==> config.mk <==
export PLATFORM = sky130hd
export DESIGN_NAME = linked_multi_stack_shared_buffer
export DESIGN_NICKNAME = d
export VERILOG_FILES = /design/src/hdl/lmss_pkg.sv /design/src/hdl/lmss_ram.sv /design/src/hdl/linked_multi_stack_shared_buffer.sv
export VERILOG_INCLUDE_DIRS = /design/src /design/src/hdl
export SDC_FILE = /design/constraint.sdc
export NUM_CORES = 2
export LEC_CHECK = 0
export ABC_AREA = 1
export BUFFER_PORTS_ARGS = -buffer_cell sky130_fd_sc_hd__buf_4
export CAP_MARGIN = 20
export CORE_MARGIN = 10
export CORE_UTILIZATION = 45
export CTS_BUF_LIST = sky130_fd_sc_hd__clkbuf_4 sky130_fd_sc_hd__clkbuf_8 sky130_fd_sc_hd__clkbuf_16
export DETAILED_ROUTE_END_ITERATION = 6
export PLACE_DENSITY_LB_ADDON = 0.25
export RECOVER_POWER = 50
export SKIP_CTS_REPAIR_TIMING = 1
export SLEW_MARGIN = 5
export SYNTH_ARGS = -nofsm -noshare
export SYNTH_HDL_FRONTEND = slang
export SYNTH_SLANG_ARGS = --single-unit
==> constraint.sdc <==
create_clock -name clk -period 4.85 [get_ports clk]
set_input_delay 0.485 -clock clk [delete_from_list [all_inputs] [get_ports clk]]
set_output_delay 0.485 -clock clk [all_outputs]
set_load 0.005 [all_outputs]
==> src/hdl/linked_multi_stack_shared_buffer_macros.svh <==
// ----------------------------------------------------------------------------
// Assertion macros for the linked stack block
// Each check is a clocked concurrent assertion, gated off during reset.
// ----------------------------------------------------------------------------
`ifndef LINKED_MULTI_STACK_SHARED_BUFFER_MACROS_SVH
`define LINKED_MULTI_STACK_SHARED_BUFFER_MACROS_SVH

`ifndef SYNTHESIS

// plain invariant, checked every cycle out of reset
`define LMSS_ASSERT(lbl, cond) \
  lbl: assert property (@(posedge clk) disable iff (!rst_n) (cond)) \
    else $error("linked stack invariant violated");

// antecedent implies consequent in the next cycle
`define LMSS_ASSERT_NEXT(lbl, ante, cons) \
  lbl: assert property (@(posedge clk) disable iff (!rst_n) (ante) |=> (cons)) \
    else $error("linked stack sequencing violated");

`else

`define LMSS_ASSERT(lbl, cond)
`define LMSS_ASSERT_NEXT(lbl, ante, cons)

`endif

`endif

==> src/hdl/lmss_pkg.sv <==
// ----------------------------------------------------------------------------
// lmss_pkg
// Sizes, codes and word types for the linked stack block.
// ----------------------------------------------------------------------------
package lmss_pkg;

  localparam int ENTRIES    = 64;
  localparam int NUM_STACKS = 3;
  localparam int VALUE_BITS = 32;

  localparam int ADDR_BITS  = $clog2(ENTRIES);
  localparam int PTR_BITS   = $clog2(ENTRIES + 1);
  localparam int STK_BITS   = $clog2(NUM_STACKS);
  localparam int ENTRY_BITS = VALUE_BITS + PTR_BITS;

  typedef logic [PTR_BITS-1:0] ptr_t;

  // null marker: one past the last entry
  localparam ptr_t NULL_PTR = ptr_t'(ENTRIES);

  localparam logic [1:0] CMD_PUSH = 2'd0;
  localparam logic [1:0] CMD_POP  = 2'd1;
  localparam logic [1:0] CMD_READ = 2'd2;

  localparam logic [1:0] STAT_OK    = 2'd0;
  localparam logic [1:0] STAT_FULL  = 2'd1;
  localparam logic [1:0] STAT_EMPTY = 2'd2;

  typedef struct packed {
    logic [1:0]         cmd;
    logic [1:0]         stack_id;
    logic signed [31:0] value;
  } in_word_t;

  typedef struct packed {
    logic signed [31:0] top_value;
    logic               is_empty;
    logic [1:0]         status;
  } out_word_t;

  typedef struct packed {
    logic [VALUE_BITS-1:0] val;
    ptr_t                  link;
  } entry_t;

endpackage

==> src/hdl/lmss_ram.sv <==
// ----------------------------------------------------------------------------
// lmss_ram
// Simple dual-port RAM, one write and one read port, registered read data.
// Read data holds while no read is issued.
// ----------------------------------------------------------------------------
module lmss_ram #(
  parameter int WIDTH = 8,
  parameter int DEPTH = 16
) (
  input  logic                     clk,
  input  logic                     wr_en,
  input  logic [$clog2(DEPTH)-1:0] wr_addr,
  input  logic [WIDTH-1:0]         wr_data,
  input  logic                     rd_en,
  input  logic [$clog2(DEPTH)-1:0] rd_addr,
  output logic [WIDTH-1:0]         rd_data
);

  logic [WIDTH-1:0] mem [DEPTH];
  logic [WIDTH-1:0] rd_data_r;

  always_ff @(posedge clk) begin
    if (wr_en) begin
      mem[wr_addr] <= wr_data;
    end
    if (rd_en) begin
      rd_data_r <= mem[rd_addr];
    end
  end

  assign rd_data = rd_data_r;

endmodule

==> src/hdl/linked_multi_stack_shared_buffer.sv <==
// ----------------------------------------------------------------------------
// linked_multi_stack_shared_buffer
// Several stacks threaded through one entry RAM by per-entry links.
// ----------------------------------------------------------------------------
// Usage:
//   Input words (cmd, stack_id, value) arrive on in_valid/in_stall; each one
//   gives exactly one output word (top_value, is_empty, status) on
//   out_valid/out_stall. A word moves when valid is high and stall is low.
//   Push takes the next never-used entry; pop follows the top entry's link.
//   Popped entries are not reused. Read (and code 3) just returns the top.
//   A push with room, a refused pop, a bad stack id, and a read or refused
//   push of an empty stack are answered straight from the idle state. Else
//   the entry RAM's registered read is used: a read or refused push reads
//   the top's value (ST_VAL); a pop reads the top's link (ST_LINK) and, if
//   the stack is not left empty, then the new top's value (ST_VAL).
//   The next word is taken once the block is back in idle and the output is
//   free, so pushes run at one word a cycle while out_stall is low; a read
//   or pop that uses the RAM holds off the next word until its result is out.
//   A registered output word parts the two sides; while out_stall holds it,
//   no new word is taken: in_stall stays high until the output is free.
//   Reset (rst_n low, synchronous) empties every stack and rewinds the
//   allocator; RAM contents are left as they are and need no clearing.
// ----------------------------------------------------------------------------
`include "linked_multi_stack_shared_buffer_macros.svh"

module linked_multi_stack_shared_buffer (
  input  logic               clk,
  input  logic               rst_n,
  input  logic               in_valid,
  output logic               in_stall,
  input  lmss_pkg::in_word_t  in_word,
  output logic               out_valid,
  input  logic               out_stall,
  output lmss_pkg::out_word_t out_word
);
  import lmss_pkg::*;

  typedef enum logic [1:0] {
    ST_IDLE,
    ST_LINK,
    ST_VAL
  } state_t;

  state_t               state_r, state_nxt;
  ptr_t                 top_r [NUM_STACKS];
  ptr_t                 top_nxt [NUM_STACKS];
  ptr_t                 next_free_r, next_free_nxt;
  logic [STK_BITS-1:0]  sid_r, sid_nxt;
  logic [1:0]           status_r, status_nxt;
  logic                 out_valid_r, out_valid_nxt;
  out_word_t            out_r, out_nxt;

  logic                 out_free;
  logic                 in_acc;
  logic [STK_BITS-1:0]  in_sid;
  logic                 sid_ok;
  ptr_t                 cur_top;
  logic                 cur_null;
  logic                 full;
  logic [VALUE_BITS-1:0] push_val;

  logic                 wr_en;
  logic                 rd_en;
  logic [ADDR_BITS-1:0] rd_addr;
  logic [ENTRY_BITS-1:0] rd_raw;
  entry_t               rd_ent;
  entry_t               wr_ent;

  lmss_ram #(
    .WIDTH (ENTRY_BITS),
    .DEPTH (ENTRIES)
  ) u_ram (
    .clk     (clk),
    .wr_en   (wr_en),
    .wr_addr (next_free_r[ADDR_BITS-1:0]),
    .wr_data (wr_ent),
    .rd_en   (rd_en),
    .rd_addr (rd_addr),
    .rd_data (rd_raw)
  );

  assign rd_ent = entry_t'(rd_raw);

  assign out_free = !out_valid_r || !out_stall;
  assign in_stall = (state_r != ST_IDLE) || !out_free;
  assign in_acc   = in_valid && !in_stall;

  assign in_sid   = STK_BITS'(in_word.stack_id);
  assign sid_ok   = 32'(in_word.stack_id) < NUM_STACKS;
  assign cur_top  = sid_ok ? top_r[in_sid] : NULL_PTR;
  assign cur_null = (cur_top == NULL_PTR);
  assign full     = (next_free_r == NULL_PTR);
  assign push_val = VALUE_BITS'($unsigned(in_word.value));
  assign wr_ent   = '{val: push_val, link: cur_top};

  always_comb begin
    state_nxt     = state_r;
    top_nxt       = top_r;
    next_free_nxt = next_free_r;
    sid_nxt       = sid_r;
    status_nxt    = status_r;
    out_valid_nxt = out_valid_r && out_stall;
    out_nxt       = out_r;
    wr_en         = 1'b0;
    rd_en         = 1'b0;
    rd_addr       = cur_top[ADDR_BITS-1:0];

    unique case (state_r)
      ST_IDLE: begin
        if (in_acc) begin
          sid_nxt    = in_sid;
          status_nxt = STAT_OK;
          if (!sid_ok) begin
            out_valid_nxt = 1'b1;
            out_nxt       = '{top_value: '0, is_empty: 1'b1, status: STAT_OK};
          end else if (in_word.cmd == CMD_PUSH && !full) begin
            wr_en           = 1'b1;
            top_nxt[in_sid] = next_free_r;
            next_free_nxt   = next_free_r + ptr_t'(1);
            out_valid_nxt   = 1'b1;
            out_nxt         = '{top_value: $signed(32'(push_val)), is_empty: 1'b0,
                                status: STAT_OK};
          end else if (in_word.cmd == CMD_POP) begin
            if (cur_null) begin
              out_valid_nxt = 1'b1;
              out_nxt       = '{top_value: '0, is_empty: 1'b1, status: STAT_EMPTY};
            end else begin
              rd_en     = 1'b1;
              state_nxt = ST_LINK;
            end
          end else begin
            // read top (and code 3), also a refused push
            status_nxt = (in_word.cmd == CMD_PUSH) ? STAT_FULL : STAT_OK;
            if (cur_null) begin
              out_valid_nxt = 1'b1;
              out_nxt       = '{top_value: '0, is_empty: 1'b1, status: status_nxt};
            end else begin
              rd_en     = 1'b1;
              state_nxt = ST_VAL;
            end
          end
        end
      end
      ST_LINK: begin
        if (rd_ent.link == NULL_PTR) begin
          if (out_free) begin
            top_nxt[sid_r] = NULL_PTR;
            out_valid_nxt  = 1'b1;
            out_nxt        = '{top_value: '0, is_empty: 1'b1, status: status_r};
            state_nxt      = ST_IDLE;
          end
        end else begin
          top_nxt[sid_r] = rd_ent.link;
          rd_en          = 1'b1;
          rd_addr        = rd_ent.link[ADDR_BITS-1:0];
          state_nxt      = ST_VAL;
        end
      end
      ST_VAL: begin
        // read data holds while the output is blocked
        if (out_free) begin
          out_valid_nxt = 1'b1;
          out_nxt       = '{top_value: $signed(32'(rd_ent.val)), is_empty: 1'b0,
                            status: status_r};
          state_nxt     = ST_IDLE;
        end
      end
      default: begin
        state_nxt = ST_IDLE;
      end
    endcase
  end

  always_ff @(posedge clk) begin
    sid_r    <= sid_nxt;
    status_r <= status_nxt;
    out_r    <= out_nxt;
    if (!rst_n) begin
      state_r     <= ST_IDLE;
      next_free_r <= '0;
      out_valid_r <= 1'b0;
      for (int i = 0; i < NUM_STACKS; i++) begin
        top_r[i] <= NULL_PTR;
      end
    end else begin
      state_r     <= state_nxt;
      next_free_r <= next_free_nxt;
      out_valid_r <= out_valid_nxt;
      top_r       <= top_nxt;
    end
  end

  assign out_valid = out_valid_r;
  assign out_word  = out_r;

  `LMSS_ASSERT(a_alloc_bound, next_free_r <= NULL_PTR)

  `LMSS_ASSERT(a_no_rw_clash, !(wr_en && rd_en))

  `LMSS_ASSERT_NEXT(a_push_one_cycle, in_acc && sid_ok && in_word.cmd == CMD_PUSH && !full,
                    out_valid_r && state_r == ST_IDLE)

  for (genvar g = 0; g < NUM_STACKS; g++) begin : g_top_chk
    `LMSS_ASSERT(a_top_allocated, (top_r[g] == NULL_PTR) || (top_r[g] < next_free_r))
  end

endmodule

# ---- After elaboration in Yosys (flattened, before gate mapping)
# Memory sizes are Yosys's and may differ from the RTL's. A register that Yosys moved wholly into a read port is not among the register bits.
# Index checks and enable logic that the tools add are counted.
dict set report op_classes {
  addsub 1
  n_lt_le_gt_ge 5
  eq_ne 16
  muxes 57
  n_bitwise 6
  n_reduce_logical 23
}
# op n
set ops {}
lappend ops {{$mux 35} 9}
lappend ops {{$mux 21} 5}
lappend ops {{$pmux 35 s3} 1}
lappend ops {{$bwmux 21} 2}
lappend ops {{$pmux 21 s2} 1}
lappend ops {{$mux 7} 5}
lappend ops {{$demux 7 s2} 2}
lappend ops {{$eq 7x7->1 const B} 3}
lappend ops {{$and 18x18->18} 1}
lappend ops {{$mux 1} 18}
lappend ops {{$not 18->18} 1}
lappend ops {{$mux 2} 8}
lappend ops {{$ne 2x2->1 const B} 8}
lappend ops {{$bmux 7 s2} 1}
lappend ops {{$mux 6} 2}
lappend ops {{$reduce_and 4->1} 2}
lappend ops {{$add 7x1->7 const B} 1}
lappend ops {{$ge 3x3->1 const B} 2}
lappend ops {{$lt 3x1->1 const B} 2}
lappend ops {{$not 2->3} 2}
lappend ops {{$pmux 2 s3} 1}
lappend ops {{$reduce_and 6->1} 1}
lappend ops {{$logic_and 1x1->1} 5}
lappend ops {{$logic_not 1->1} 5}
lappend ops {{16 further kinds} 20}
dict set report totals {
  ff_bits 70
  mem_bits_rw 2496
  input_bits 40
  out_inout_bits 37
  n_memories 1
}
# memory words width read_ports rd_ports_with_merged_regs write_ports line
set memory_table {}
lappend memory_table {u_ram.mem 64 39 1 1 1 lmss_ram.sv:19} ;# logic [WIDTH-1:0] mem [DEPTH];

# ---- Logic depth before layout (Yosys ltp)
dict set report logic_depth {
  ltp_word 12
  mapped_depth 18
}

# ---- Hierarchy
# Synthesis repeated with hierarchy kept, for this count alone.
dict set report hier_totals {
  cells_unflattened 8797
  hier_area_um2 105737.7
}
# module instances cells_per_inst area_per_inst_um2
set modules_own_cells {}
lappend modules_own_cells {lmss_ram 1 8234 101481.1}
lappend modules_own_cells {linked_multi_stack_shared_buffer 1 563 4256.6}

# ---- Worst setup path after synthesis
# Ideal clock, no wire load.
dict set report synth_path {
  path_type {reg-to-reg}
  startpoint {register state_r[0]}
  endpoint {memory u_ram.mem[55][0] (netlist name), enable pin}
  arrival_ns 4.150
  required_time_ns 4.366
  slack_ns 0.216
  stages_incl_launch_ff 10
  n_path_buf 1
  path_cell_list {dfxtp_1 -> inv_1 -> ha_1 -> clkbuf_1 -> nand3_1 -> inv_1 -> nand3_1 -> nor2_1 -> nand2_1 -> nor3_1}
}
dict set report synth_between {
  elab_chain_len 8
}
# item line
set synth_rtl {}
lappend synth_rtl {{start: declaration} linked_multi_stack_shared_buffer.sv:44} ;# state_t state_r, state_nxt;
lappend synth_rtl {{start signal: assignment} linked_multi_stack_shared_buffer.sv:186} ;# state_r <= state_nxt;
lappend synth_rtl {{$reduce_bool 2->1} linked_multi_stack_shared_buffer.sv:85} ;# assign in_stall = (state_r != ST_IDLE) || !out_free;
lappend synth_rtl {{$logic_or 1x1->1} linked_multi_stack_shared_buffer.sv:85}
lappend synth_rtl {{$logic_not 1->1} linked_multi_stack_shared_buffer.sv:86} ;# assign in_acc = in_valid && !in_stall;
lappend synth_rtl {{$logic_and 1x1->1} linked_multi_stack_shared_buffer.sv:86}
lappend synth_rtl {{$mux 1} linked_multi_stack_shared_buffer.sv:110} ;# if (in_acc) begin
lappend synth_rtl {{$mux 1 *} linked_multi_stack_shared_buffer.sv:108} ;# unique case (state_r)
lappend synth_rtl {{$mux 1 *} lmss_ram.sv:23} ;# if (wr_en) begin
lappend synth_rtl {{$mux 1 (not written as such) *} lmss_ram.sv:24} ;# mem[wr_addr] <= wr_data;
lappend synth_rtl {{end: declaration} lmss_ram.sv:19}
# Every way passes the cells marked *; elsewhere a longest branch is shown, timed or not.

# ---- Worst setup path in the final report
dict set report layout_path {
  startpoint {input in_word[33] (netlist name)}
  endpoint {register u_ram.rd_data_r[1], in the netlist u_ram.rd_data[1] (read register of u_ram.mem) (data pin)}
}
dict set report layout_between {
  elab_chain_len 11
}
# item line
set layout_rtl {}
lappend layout_rtl {{start: declaration} linked_multi_stack_shared_buffer.sv:31} ;# input lmss_pkg::in_word_t in_word,
lappend layout_rtl {{$not 2->3 (not written as such)} linked_multi_stack_shared_buffer.sv:90} ;# assign cur_top = sid_ok ? top_r[in_sid] : NULL_PTR;
lappend layout_rtl {{$bmux 7 s2} linked_multi_stack_shared_buffer.sv:90}
lappend layout_rtl {{$mux 7 (not written as such) (2 in series)} linked_multi_stack_shared_buffer.sv:90}
lappend layout_rtl {{$mux 7} linked_multi_stack_shared_buffer.sv:90}
lappend layout_rtl {{$eq 7x7->1} linked_multi_stack_shared_buffer.sv:91} ;# assign cur_null = (cur_top == NULL_PTR);
lappend layout_rtl {{$mux 1} {linked_multi_stack_shared_buffer.sv:124, linked_multi_stack_shared_buffer.sv:134}}
lappend layout_rtl {{$mux 1} linked_multi_stack_shared_buffer.sv:116} ;# end else if (in_word.cmd == CMD_PUSH && !full) begin
lappend layout_rtl {{$mux 1} linked_multi_stack_shared_buffer.sv:113} ;# if (!sid_ok) begin
lappend layout_rtl {{$mux 1} linked_multi_stack_shared_buffer.sv:110}
lappend layout_rtl {{$pmux 1 s2} linked_multi_stack_shared_buffer.sv:108}
lappend layout_rtl {{end: declaration} lmss_ram.sv:20} ;# logic [WIDTH-1:0] rd_data_r;
# Several ways; a longest one is shown, not always the timed one. The select of a mux whose other input is x is not followed.
# A chain may end at the register's enable or synchronous reset.

==> impl_metrics.json <==
{
  "outcome": "finished with violations",
  "violations": "max-capacitance violations, max-slew violations",
  "drt_first_pass_iters": 6,
  "antenna_found_initial": 22,
  "place_congestion": 0.882,
  "tightest_slew_ns": 3.25,
  "final_nets": 11272,
  "final_layout_size_suffix_gt1_share_pct": 7.55,
  "yosysUniqueCellTypes": 31,
  "finClkSkew_ns": 0.0400,
  "clock-sinks": 2604,
  "syn_area_um2": 114000,
  "fin_setup_tns_ns": 0,
  "r2r_cells": 11,
  "num_vias": 81674,
  "finalWirelength_um": 375000,
  "grt_max_degree": 137,
  "synth_nets": 11142,
  "dieWidth_um": 524,
  "slew_viol_final": 2264,
  "cp.depth": 19,
  "seq_power_share_pct": 49.3,
  "holdPathStages": 4,
  "syn_inst": 11096,
  "fin_hold_ws_ns": 0.0314,
  "powerDensity_nw_per_um2": 394,
  "start_util_pct": 45.3,
  "yosysSeqAreaShare_pct": 68.2,
  "synth.area.top_cells": "edfxtp_1, nand3_1, nand2_1, inv_1, buf_2",
  "yosys_most_used_dff": "edfxtp_1",
  "grtUsageTotal_pct": 26.7,
  "vdd_drop_max_v": 0.000444,
  "h-tree-depth": 5,
  "p_leak_uw": 0.0541,
  "cp_slowest_cell": "dlygate4sd3_1",
  "synth_most_common_cell": "nand3_1",
  "period_share_pct": 90.6,
  "critical_path.startpoint_type": "input port",
  "switching_share_pct": 24.6,
  "grt_pass1_wl_um": 536000,
  "overflow": 0,
  "die_h_um": 524,
  "finalHoldViolCount": 0,
  "core_area_um2": 252000,
  "cpPeakStageDelay_ns": 0.53,
  "ys_top_cells_by_count": "nand3_1, edfxtp_1, nand2_1",
  "worst_path_most_repeated_cell": "nand3_1",
  "finalSetupViolCount": 0,
  "cap_viol_max_count": 36,
  "core.rowCount": 184,
  "insertion_delay_ns": 0.94,
  "path_class": "input port to flop",
  "p_sw_uw": 12500,
  "yosys_warnings": 0,
  "via_per_inst": 5.53,
  "io_buffers": 76,
  "worst-path-buf-inv": 7,
  "cp_top_family": "buffers and inverters",
  "finalCriticalPeriod_ns": 4.40,
  "cts_max_path_buffers": 4,
  "cts_tree": "built",
  "drt_iter0_markers": 11815,
  "clockRootBuffer": "clkbuf_16",
  "dp_hpwl_um": 197000,
  "io_pins": 77,
  "area_growth_pct": 13.1,
  "path_clk_slew_ns": 0.06,
  "placed_cells_incl_taps": 14280,
  "combPwrFrac_pct": 10.4,
  "synth_edf_count": 2573,
  "end_kind": "flop",
  "netlist.area_leader.share_pct": 67.7,
  "stdcell_count": 14764,
  "path_cells": "dlygate4sd3_1 -> clkbuf_1 -> inv_2 -> nor2_1 -> clkbuf_1 -> nand2_1 -> nand2_1 -> nor2_1 -> nand2_1 -> nand2_8 -> inv_8 -> buf_12 -> buf_12 -> nand3_1 -> nand3_1 -> nand3_1 -> nand3_1 -> nand3_1 -> nand2_1",
  "hold_path_class": "input port to flop",
  "syn_avg_cell_area_um2": 10.3,
  "die_area_um2": 274000,
  "required_ns": 5.59,
  "crit_arrival_ns": 5.14,
  "async_flop_share_pct": 0,
  "rsz0062_at_grt": "no",
  "fmax_mhz": 228,
  "wl_per_cell_um": 25.4,
  "ys_ff_latch": 2604,
  "synth.largest_area_cell": "edfxtp_1",
  "clkPwrFrac_pct": 40.3,
  "relSlewSlack_pct": -117,
  "grt_pass1_vias": 77214,
  "crit_fanout": 85,
  "ant_nets": 0,
  "drc_errors": 0,
  "cts_made_buffers": 283,
  "p_int_uw": 38300
}
## placed cells by master (no fill, tap or decap), drive strengths merged, types with 14 or more instances in the layout
master,n
a21oi,31
a22o,18
buf,344
clkbuf,439
clkinv,97
dfxtp,31
edfxtp,2573
inv,2427
nand2,2533
nand3,2691
nor2,90
nor3,14
o21ai,47
o22ai,22
## cell families (layout without fill, tap and decap cells)
family,Yosys count,in the layout,synth area share (%)
AO/OA/AOI/OAI,131,131,0.693
adder cells (fa/ha/maj),6,6,0.0657
buffers and inverters,3022,3329,10.5
flip-flops,2604,2604,68.2
other,0,13,0
AND/OR/NAND/NOR,5333,5333,20.5
## power groups by stage
stage / combinational, uW / clock, uW / sequential, uW
2_1_floorplan: 2880 / 0 / 25500
3_3_place_gp: 5240 / 0 / 25500
3_5_place_dp: 5260 / 0 / 25500
4_1_cts: 5280 / 20700 / 25000
5_1_grt: 5660 / 21600 / 25100
6_report: 5290 / 20500 / 25100
## metrics by stage
stage / cell area [um2] / power, uW / setup WS, ns / util, %
floorplan: 114000 / 28400 / 0.216 / -
global placement: 121000 / 30800 / 0.550 / 48.0
detailed placement: 121000 / 30800 / 0.525 / 48.0
CTS: 129000 / 51000 / 0.892 / 51.4
global route: 129000 / 52300 / 0.355 / 51.3
finish: 129000 / 50900 / 0.454 / 51.3
## path summary, 6_finish.rpt
| path | start | end | slack (ns) |
|---|---|---|---|
| worst max-delay path | in_word[33] | u_ram.rd_data[1] | 0.45 |
| worst min-delay path | in_word[35] | out_word[1] | 0.03 |
| worst max register to register | next_free_r[5] | u_ram.mem[33][25] | 0.67 |
| worst min register to register | top_r[16] | top_r[16] | 0.48 |
## layer usage
layer	wire (um)	GRT usage [%]
met2	167000	40.8
met3	43500	5.93
met1	144000	35.8
met5	64	0
met4	20500	13.5
## worst register-to-register path, delay by kind of cell (launching register included)
| kind | cells | cell delay, ns |
|---|---|---|
| simple gates | 7 | 1.65 |
| buf+inv | 4 | 1.59 |
| flops | 1 | 0.49 |
## layout make-up
class / instances / area (um2)
multi-input combinational: 5470 / 24900
timing repair buffer: 441 / 4490
tap: 3348 / 4190
antenna: 13 / 32.5
clock inverter: 111 / 806
clock buffer: 351 / 7770
inverter: 2426 / 9130
fill: 22065 / 123000
sequential: 2604 / 77900
## registers in the layout (all words and copies together) (netlist names)
signal / cells
u_ram.mem: 2496
state_r: 2
u_ram.rd_data: 39
out_valid: 1
next_free_r: 7
top_r: 21
out_word: 35
status_r: 1
sid_r: 2
Power figures use the tool's default switching activity.
